**src/hdl/ttm_pkg.sv**
```systemverilog
// Shared types and constants for the tap tempo median BPM block.
// Used by ttm_median, ttm_div and tap_tempo_median_bpm; depends on nothing.
package ttm_pkg;

  localparam int IV_W           = 16;
  localparam int TIME_W         = 32;
  localparam int KEY_W          = 7;
  localparam int BPM_W          = 23;
  localparam int NUM_W          = 24;
  localparam int CFG_IDX_W      = 2;
  localparam int CFG_DATA_W     = 16;
  localparam int HIST_DEPTH_DEF = 7;

  // 60000 ms per minute in Q8, and the largest tempo that is reported.
  localparam logic [NUM_W-1:0] BPM_NUM   = 24'd15360000;
  localparam logic [BPM_W-1:0] BPM_LIMIT = 23'd7680000;

  localparam logic [IV_W-1:0]  MIN_IV_RST   = 16'd100;
  localparam logic [IV_W-1:0]  MAX_IV_RST   = 16'd5000;
  localparam logic [KEY_W-1:0] BEAT_KEY_RST = 7'd41;

  typedef enum logic [CFG_IDX_W-1:0] {
    REG_MIN_IV,
    REG_MAX_IV,
    REG_BEAT_KEY,
    REG_BLOB_KEY
  } cfg_reg_t;

  typedef enum logic [1:0] {
    S_IDLE,
    S_MED,
    S_DIV,
    S_HOLD
  } ctl_state_t;

  typedef struct packed {
    logic [KEY_W-1:0]  key_id;
    logic              beat_held;
    logic              blob_held;
    logic [TIME_W-1:0] time_ms;
  } in_word_t;

  typedef struct packed {
    logic             bpm_updated;
    logic [BPM_W-1:0] bpm_q8;
    logic             blob_trigger;
  } out_word_t;

  typedef struct packed {
    logic push;
    logic start;
  } med_ctrl_t;

  typedef struct packed {
    logic busy;
    logic done;
  } med_stat_t;

  // Interval history after reset, oldest entry first.
  function automatic logic [IV_W-1:0] hist_reset(int unsigned idx);
    logic [IV_W-1:0] v;
    unique case (idx)
      0:       v = 16'd900;
      1:       v = 16'd1200;
      2:       v = 16'd1100;
      3:       v = 16'd1000;
      4:       v = 16'd1400;
      default: v = 16'd1000;
    endcase
    return v;
  endfunction

endpackage

```
**src/hdl/ttm_median.sv**
```systemverilog
// Interval history with a bit-serial median select, one bit per cycle, MSB first.
// Depends on ttm_pkg.
module ttm_median import ttm_pkg::*; #(
  parameter int Depth = HIST_DEPTH_DEF
) (
  input  logic            clk,
  input  logic            rst,
  input  med_ctrl_t       ctrl,
  input  logic [IV_W-1:0] push_value,
  output med_stat_t       stat,
  output logic [IV_W-1:0] median
);

  localparam int CntW = $clog2(Depth + 1);
  localparam int BitW = $clog2(IV_W);
  localparam int Mid  = Depth / 2;

  logic [IV_W-1:0]  hist [Depth];
  logic [Depth-1:0] cand;
  logic [Depth-1:0] msb;
  logic [Depth-1:0] ones;
  logic [CntW-1:0]  rank;
  logic [CntW-1:0]  n_ones;
  logic [BitW-1:0]  bit_cnt;
  logic             busy;
  logic             done;
  logic             take_one;

  // Radix select: rank counts how many still-candidate entries sit above the
  // median in descending order. If more candidates than that have a one at
  // this bit, the median has a one here too.
  always_comb begin
    for (int i = 0; i < Depth; i++) begin
      msb[i] = hist[i][IV_W-1];
    end
    ones     = cand & msb;
    n_ones   = CntW'($countones(ones));
    take_one = n_ones > rank;
  end

  always_ff @(posedge clk) begin
    if (rst) begin
      for (int i = 0; i < Depth; i++) begin
        hist[i] <= hist_reset(unsigned'(i));
      end
      busy    <= 1'b0;
      done    <= 1'b0;
      bit_cnt <= '0;
    end else begin
      done <= 1'b0;
      if (busy) begin
        // A full rotation through all IV_W bits leaves the history as it was.
        for (int i = 0; i < Depth; i++) begin
          hist[i] <= {hist[i][IV_W-2:0], hist[i][IV_W-1]};
        end
        bit_cnt <= bit_cnt + 1'b1;
        if (bit_cnt == BitW'(IV_W - 1)) begin
          busy <= 1'b0;
          done <= 1'b1;
        end
      end else begin
        if (ctrl.push) begin
          for (int i = 0; i < Depth - 1; i++) begin
            hist[i] <= hist[i+1];
          end
          hist[Depth-1] <= push_value;
        end
        if (ctrl.start) begin
          busy    <= 1'b1;
          bit_cnt <= '0;
        end
      end
    end
  end

  always_ff @(posedge clk) begin
    if (busy) begin
      cand   <= take_one ? ones : (cand & ~msb);
      rank   <= take_one ? rank : (rank - n_ones);
      median <= {median[IV_W-2:0], take_one};
    end else if (ctrl.start) begin
      cand <= '1;
      rank <= CntW'(Mid);
    end
  end

  assign stat.busy = busy;
  assign stat.done = done;

endmodule

```
**src/hdl/ttm_div.sv**
```systemverilog
// Bit-serial restoring divider for the constant tempo numerator over the median.
// Depends on ttm_pkg.
module ttm_div import ttm_pkg::*; (
  input  logic             clk,
  input  logic             rst,
  input  logic             start,
  input  logic [IV_W-1:0]  divisor,
  output logic             done,
  output logic [BPM_W-1:0] quotient
);

  localparam int CntW = $clog2(NUM_W);

  logic [NUM_W-1:0] num_sh;
  logic [NUM_W-1:0] quo;
  logic [IV_W-1:0]  rem;
  logic [IV_W-1:0]  dvs;
  logic [CntW-1:0]  cnt;
  logic             busy;
  logic             sat;
  logic [IV_W:0]    trial;
  logic [IV_W:0]    diff;
  logic             ge;

  always_comb begin
    trial = {rem, num_sh[NUM_W-1]};
    ge    = trial >= {1'b0, dvs};
    diff  = trial - {1'b0, dvs};
  end

  always_ff @(posedge clk) begin
    if (rst) begin
      busy <= 1'b0;
      done <= 1'b0;
      cnt  <= '0;
    end else begin
      done <= 1'b0;
      if (busy) begin
        cnt <= cnt + 1'b1;
        if (cnt == CntW'(NUM_W - 1)) begin
          busy <= 1'b0;
          done <= 1'b1;
        end
      end else if (start) begin
        busy <= 1'b1;
        cnt  <= '0;
      end
    end
  end

  // The remainder stays below the divisor, so it fits in IV_W bits.
  always_ff @(posedge clk) begin
    if (busy) begin
      rem    <= ge ? diff[IV_W-1:0] : trial[IV_W-1:0];
      quo    <= {quo[NUM_W-2:0], ge};
      num_sh <= {num_sh[NUM_W-2:0], 1'b0};
    end else if (start) begin
      rem    <= '0;
      quo    <= '0;
      num_sh <= BPM_NUM;
      dvs    <= divisor;
      // A divisor of zero or one lands at or above the limit.
      sat    <= (divisor[IV_W-1:1] == '0);
    end
  end

  assign quotient = sat ? BPM_LIMIT : quo[BPM_W-1:0];

endmodule

```
**src/hdl/tap_tempo_median_bpm.sv**
```systemverilog
// Tap tempo estimator: median of recent tap intervals turned into BPM in Q8.
// Depends on ttm_pkg, ttm_median and ttm_div.
//
// Input words (in_valid/in_ready) are key change events; each one gives
// exactly one output word (out_valid/out_ready). A word whose beat key is
// not held returns at once with bpm_updated low and bpm_q8 zero: its result
// goes from the result register to the output register. Any other word
// runs the median select, one bit of the 16-bit intervals per cycle, then a
// restoring divide, one of 24 quotient bits per cycle. Its result then moves
// to the output register, and only then can the next word be taken; the two
// serial loops set how fast taps go through. The block works on one word at
// a time. The output register holds a finished word while the receiver
// stalls, and a new input word is still taken then; its result waits until
// the output register is free. The configuration port writes one register
// per cycle; the user must use it only while the block is idle, which the
// block does not enforce. Reset restores the default bounds and beat key,
// clears the last tap time and reloads the default interval history.
module tap_tempo_median_bpm import ttm_pkg::*; #(
  parameter int HistoryDepth = HIST_DEPTH_DEF
) (
  input  logic                  clk,
  input  logic                  rst,
  input  logic                  in_valid,
  output logic                  in_ready,
  input  in_word_t              in_data,
  output logic                  out_valid,
  input  logic                  out_ready,
  output out_word_t             out_data,
  input  logic                  cfg_we,
  input  logic [CFG_IDX_W-1:0]  cfg_index,
  input  logic [CFG_DATA_W-1:0] cfg_data
);

  ctl_state_t        state;
  ctl_state_t        state_next;
  logic [IV_W-1:0]   min_iv;
  logic [IV_W-1:0]   max_iv;
  logic [KEY_W-1:0]  beat_key;
  logic [TIME_W-1:0] last_tap;
  out_word_t         res;
  logic              accept;
  logic              tap;
  logic              tap_ok;
  logic [TIME_W-1:0] delta;
  logic              out_load;
  med_ctrl_t         med_ctrl;
  med_stat_t         med_stat;
  logic [IV_W-1:0]   median;
  logic              div_start;
  logic              div_done;
  logic [BPM_W-1:0]  quotient;

  assign in_ready = (state == S_IDLE);
  assign accept   = in_valid && in_ready;
  assign tap      = accept && in_data.beat_held && (in_data.key_id == beat_key);
  assign delta    = in_data.time_ms - last_tap;

  // A positive interval below max_iv has zero upper half.
  assign tap_ok = tap && (delta[TIME_W-1:IV_W] == '0)
                  && (delta[IV_W-1:0] > min_iv) && (delta[IV_W-1:0] < max_iv);

  assign med_ctrl.push  = tap_ok;
  assign med_ctrl.start = accept && in_data.beat_held;
  assign div_start      = (state == S_MED) && med_stat.done;
  assign out_load       = (state == S_HOLD) && (!out_valid || out_ready);

  ttm_median #(
    .Depth(HistoryDepth)
  ) u_median (
    .clk        (clk),
    .rst        (rst),
    .ctrl       (med_ctrl),
    .push_value (delta[IV_W-1:0]),
    .stat       (med_stat),
    .median     (median)
  );

  ttm_div u_div (
    .clk      (clk),
    .rst      (rst),
    .start    (div_start),
    .divisor  (median),
    .done     (div_done),
    .quotient (quotient)
  );

  always_ff @(posedge clk) begin
    if (rst) begin
      state <= S_IDLE;
    end else begin
      state <= state_next;
    end
  end

  always_comb begin
    state_next = state;
    unique case (state)
      S_IDLE: begin
        if (accept) begin
          state_next = in_data.beat_held ? S_MED : S_HOLD;
        end
      end
      S_MED: begin
        if (med_stat.done) begin
          state_next = S_DIV;
        end
      end
      S_DIV: begin
        if (div_done) begin
          state_next = S_HOLD;
        end
      end
      S_HOLD: begin
        if (!out_valid || out_ready) begin
          state_next = S_IDLE;
        end
      end
    endcase
  end

  always_ff @(posedge clk) begin
    if (rst) begin
      min_iv    <= MIN_IV_RST;
      max_iv    <= MAX_IV_RST;
      beat_key  <= BEAT_KEY_RST;
      last_tap  <= '0;
      out_valid <= 1'b0;
    end else begin
      if (cfg_we) begin
        unique case (cfg_reg_t'(cfg_index))
          REG_MIN_IV:   min_iv   <= cfg_data;
          REG_MAX_IV:   max_iv   <= cfg_data;
          REG_BEAT_KEY: beat_key <= cfg_data[KEY_W-1:0];
          // The blob level already arrives in blob_held, so its key id is
          // not needed here.
          REG_BLOB_KEY: ;
        endcase
      end
      if (tap) begin
        last_tap <= in_data.time_ms;
      end
      if (out_load) begin
        out_valid <= 1'b1;
      end else if (out_ready) begin
        out_valid <= 1'b0;
      end
    end
  end

  always_ff @(posedge clk) begin
    if (accept) begin
      res.bpm_updated  <= in_data.beat_held;
      res.bpm_q8       <= '0;
      res.blob_trigger <= in_data.blob_held;
    end else if (div_done) begin
      res.bpm_q8 <= quotient;
    end
    if (out_load) begin
      out_data <= res;
    end
  end

  a_med_in_med_state: assert property (@(posedge clk) disable iff (rst)
    med_stat.busy |-> state == S_MED)
    else $error("median select running outside its state");

  a_div_done_in_div: assert property (@(posedge clk) disable iff (rst)
    div_done |-> state == S_DIV)
    else $error("divider finished outside its state");

  a_bpm_limit: assert property (@(posedge clk) disable iff (rst)
    out_valid |-> out_data.bpm_q8 <= BPM_LIMIT)
    else $error("tempo above limit");

  a_early_zero: assert property (@(posedge clk) disable iff (rst)
    out_valid && !out_data.bpm_updated |-> out_data.bpm_q8 == '0)
    else $error("early return word carries a tempo");

  a_no_med_start_busy: assert property (@(posedge clk) disable iff (rst)
    med_ctrl.start |-> !med_stat.busy && !div_done)
    else $error("new word started while previous one in progress");

endmodule

```
**config.mk**
```make
export PLATFORM = sky130hd
export DESIGN_NAME = tap_tempo_median_bpm
export DESIGN_NICKNAME = d
export VERILOG_FILES = /design/src/hdl/ttm_pkg.sv /design/src/hdl/ttm_median.sv /design/src/hdl/ttm_div.sv /design/src/hdl/tap_tempo_median_bpm.sv
export SDC_FILE = /design/constraint.sdc
export NUM_CORES = 1
export LEC_CHECK = 0
export BUFFER_PORTS_ARGS = -buffer_cell sky130_fd_sc_hd__buf_2
export CORE_ASPECT_RATIO = 0.7
export CORE_UTILIZATION = 60
export CTS_BUF_LIST = sky130_fd_sc_hd__clkbuf_8
export DETAILED_ROUTE_END_ITERATION = 8
export GPL_TIMING_DRIVEN = 0
export MAX_ROUTING_LAYER = met4
export PLACE_DENSITY = 0.78
export SLEW_MARGIN = 30
export SYNTH_ARGS = -nofsm -noshare
export SYNTH_HDL_FRONTEND = slang
export SYNTH_HIERARCHICAL = 1
export SYNTH_SLANG_ARGS = --single-unit
```
**constraint.sdc**
```tcl
create_clock -name clk -period 8.65 [get_ports clk]
set_input_delay 0.865 -clock clk [delete_from_list [all_inputs] [get_ports clk]]
set_output_delay 0.865 -clock clk [all_outputs]
set_load 0.03 [all_outputs]
```
# Yosys cells after proc, flatten, opt, wreduce, memory -nomap -nowiden
# Memory sizes are Yosys's and may differ from the RTL's.
# Cells that the tools add are included.
# word_totals
word_cells	162
ram_bits	112
mem_count	1
output_inout_bits	27
reg_bits	230
inputBits	64
# op_classes
n_eq_ne	13
order_cmp	4
muxes	62
n_bitwise	19
n_addsub	11
reduce_logical	25
# memory_table
name	words	word_bits	rd	rd_clocked_by_memory_dff	write_ports	line	text
u_median.hist	7	16	7	0	7	ttm_median.sv:18	logic [IV_W-1:0] hist [Depth];
# op_table
operator	n
16-bit 2-to-1 mux	22
23-bit 2-to-1 mux	3
24-bit 2-to-1 mux	2
32-bit subtractor	1
7-bit 2-to-1 mux	3
1-bit 2-to-1 mux	19
17-bit by 16-bit greater-or-equal comparator with 1-bit output	1
16-bit > comparator	1
16-bit zero test	1
16-bit < comparator	1
16-bit subtractor	1
15-bit zero test	1
7-bit AND	2
1-bit bitwise OR	14
2-bit 2-to-1 mux	5
5-bit 2-to-1 mux	2
2-bit AND reduction	5
3-bit 2-to-1 mux	3
1-bit logical AND	8
4-bit 2-to-1 mux	2
2-bit by 1-bit != test with 1-bit output, second input constant	4
2-bit case mux with 4 select lines	1
7-bit equality test	1
7-bit NOT	1
other kinds (19)	30

# Logic depth before layout (Yosys ltp)
# logic_depth
depth_word	12
mapped_depth	24
mapped_depth_nobuf	22

# By module
# Netlist, hierarchy kept.
# modules_own_cells
module	area_per_inst_um2	cells_per_inst	seq_area_each_um2	n_inst
tap_tempo_median_bpm	7264.5	878	2752.6	1
ttm_median	6165.9	392	4264.1	1
ttm_div	3946.3	336	2152.1	1

# Worst setup path before layout
# Ideal clock, no wire load.
# synth_timing
path_type	input to register
from	in in_data[5] in the netlist's numbering
to	mem u_median.hist[1][0] (enable)
path_slack_ps	2200
path_buffers	1
t_required_ps	8244
stages	21
arrival_ps	6044
setup_time_ps	406
cell_sequence	ha_1 a21o_1 a221oi_2 nand3_1 nand2b_1 a31o_2 a21oi_1 xnor2_1 ha_1 nand4_1 nor4_1 a2111oi_0 nand4_1 nor4_1 nand4_1 nor4_1 nand4_1 nor4_2 a21oi_1 buf_2 nand2_1
# synth_lines
item	line	text
start: declaration	tap_tempo_median_bpm.sv:25	input in_word_t in_data,
end: declaration	ttm_median.sv:18	

==> results.cfg <==
[routing]
drt-initial-drc-count = 995
num_vias = 12905
detail_route.vias_per_cell = 5.95
first_pass_iters = 5
ant_nets = 0
detail_route.wl_per_cell_um = 18.6
wirelength_um = 40400
drc = 0

[clocking]
clock_sinks = 342
cts-resized-gates = 0
cts_setup_buffers = 0
hold_buffers = 0
clk_root_buffer_cell = clkbuf_8
clkTransAtPathRegs_ns = 0.06
clkLatencyLatePin_ns = 0.61
h-tree-depth = 2
cts_buffers = 51
clockBufferDepth = 3
tritoncts = built

[setup_path]
cp-start-kind = primary input
path_class = in -> reg
arrival_ns = 7.26
cp.required_ns = 8.86
crit_fanout = 32
rrSetupSlack_ns = 1.60
endpoint_kind = flip-flop
reg2reg_from = last_tap[5]
rr_endpoint = u_median/hist[5][0]
reg2reg_depth = 22

[pwr]
p_per_area_nw_per_um2 = 196
ir_drop_mv = 0.155
power_leakage_uw = 0.00724

[layout]
layout_common_cells = 232 x edfxtp_1, 180 x nand2_1, 143 x inv_1
register_area_um2 = 9170
syn2layout_area_growth_pct = 11.6
fill_cells = 2129
final_layout_size_suffix_gt1_frac = 0.131
nNetsFinal = 1909
final_common_cell = edfxtp_1
multiInputGateArea_um2 = 7350

[logic_synthesis]
syn_inst = 1605
synth.net_count = 1763
syn_area_per_cell_um2 = 10.8
yosysWarnings = 6
syn_area_um2 = 17400

[timing]
fin_crit_sh = 0.815
slew_headroom = 0.408
rsz0062_at_grt = no
whs_ns = 0.428
worst_slew_pin_slew_ns = 0.883
finalHoldViolCount = 0
setup_viol = 0
max_freq_ghz = 0.142
drv_slew = 0
timing.setup.tns_ns = 0
post-route-min-period_ns = 7.05
skew_ns = 0.0362

[grt]
antenna_found_initial = 4
gr-total-overflow = 0
grt_max_degree = 49
grt_pass1_wl_um = 64300
grt_usage = 0.286
grt_pass1_vias = 12153

[floorplanning]
coreArea_um2 = 28100
io-pin-count = 91
rows = 51
dieWidth_um = 205
die_y_um = 144
start_util = 0.617
dieArea_um2 = 29600

[placed_design]
place.gp.congestion = 0.916
numPortBuffers = 90
dp_hpwl_um = 29500

[worst_hold_path]
hold_path_class = in -> reg
min_path_cells = 1
min_from = in_data[32]
min_to = res[0]

[run]
cap_violations = 0

[run_status]
outcome = finished, final reports clean
-- per-layer routing --
metal / vias up / global-route usage / wire (µm)
met5: - / - / 0
met4: 0 / 0.0725 / 728
met3: 68 / 0.0586 / 2880
met2: 424 / 0.424 / 17800
met1: 6210 / 0.401 / 19000
li1: 6203 / - / -
-- sequential cells by signal, summed over array words and instances, names as in the netlist, 2 cells and up --
signal,cells
u_div/cnt,5
u_div/rem,16
u_div/num_sh,11
last_tap,32
u_div/quo,23
u_median/rank,3
state,2
max_iv,16
u_median/hist,112
u_median/median,16
out_data,25
u_div/dvs,16
res,25
beat_key,7
u_median/cand,7
min_iv,16
u_median/bit_cnt,4
-- per-stage QoR --
step / area, µm² / setup WS [ns] / total power (µW) / cells / utilization
after floorplan: 17400 / 2.20 / 2330 / 1605 / -
after global placement: 18300 / 0.257 / 2490 / 2066 / 0.650
after detailed placement: 18400 / 1.11 / 2520 / 2069 / 0.652
after CTS: 19400 / 1.66 / 3810 / 2165 / 0.688
after global routing: 19400 / 1.22 / 3960 / 2169 / 0.689
final: 19400 / 1.60 / 3800 / 2169 / 0.689
-- area by class of cell --
class                           instances  area share
Sequential cell                       342       0.473
Multi-Input combinational cell       1052       0.379
Clock buffer                           59      0.0419
Timing Repair Buffer                   93      0.0253
Inverter                              123      0.0240
Tap cell                              371      0.0240
Buffer                                 88      0.0216
Clock inverter                         37      0.0102
Antenna cell                            4    0.000517
-- power breakdown --
| part | switching, µW | internal, µW |
|---|---|---|
| combinational | 384 | 194 |
| sequential | 60.3 | 1870 |
| clock | 635 | 657 |
-- how the worst max path moves through the flow --
stage	startpoint	to	slack, ns	depth (start not counted)
floorplan	in_data[5]	u_median/hist[1][0]	2.20	21
global placement	in_data[5]	u_median/hist[1][5]	0.26	22
detailed placement	in_data[5]	u_median/hist[0][2]	1.11	22
CTS	last_tap[5]	u_median/hist[0][10]	1.66	22
global route	last_tap[5]	u_median/hist[5][0]	1.22	22
finish	in_data[5]	u_median/hist[5][0]	1.60	22
-- worst max-delay path, cell delays in order --
cell and delay, ns:
buf_2 0.10, ha_1 0.37, a21o_1 0.30, a221oi_2 0.36, nand3_1 0.17, nand2b_1 0.23, a31o_2 0.27, a21oi_1 0.17
xnor2_1 0.30, ha_1 0.37, nand4_1 0.12, nor4_1 0.11, a2111oi_0 0.44, nand4_1 0.17, nor4_1 0.33, nand4_1 0.20
nor4_1 0.32, nand4_1 0.25, nor4_2 0.62, a21oi_1 0.27, buf_2 0.26, nand2_2 0.64
Note: power is estimated with default switching activity, not from simulation.
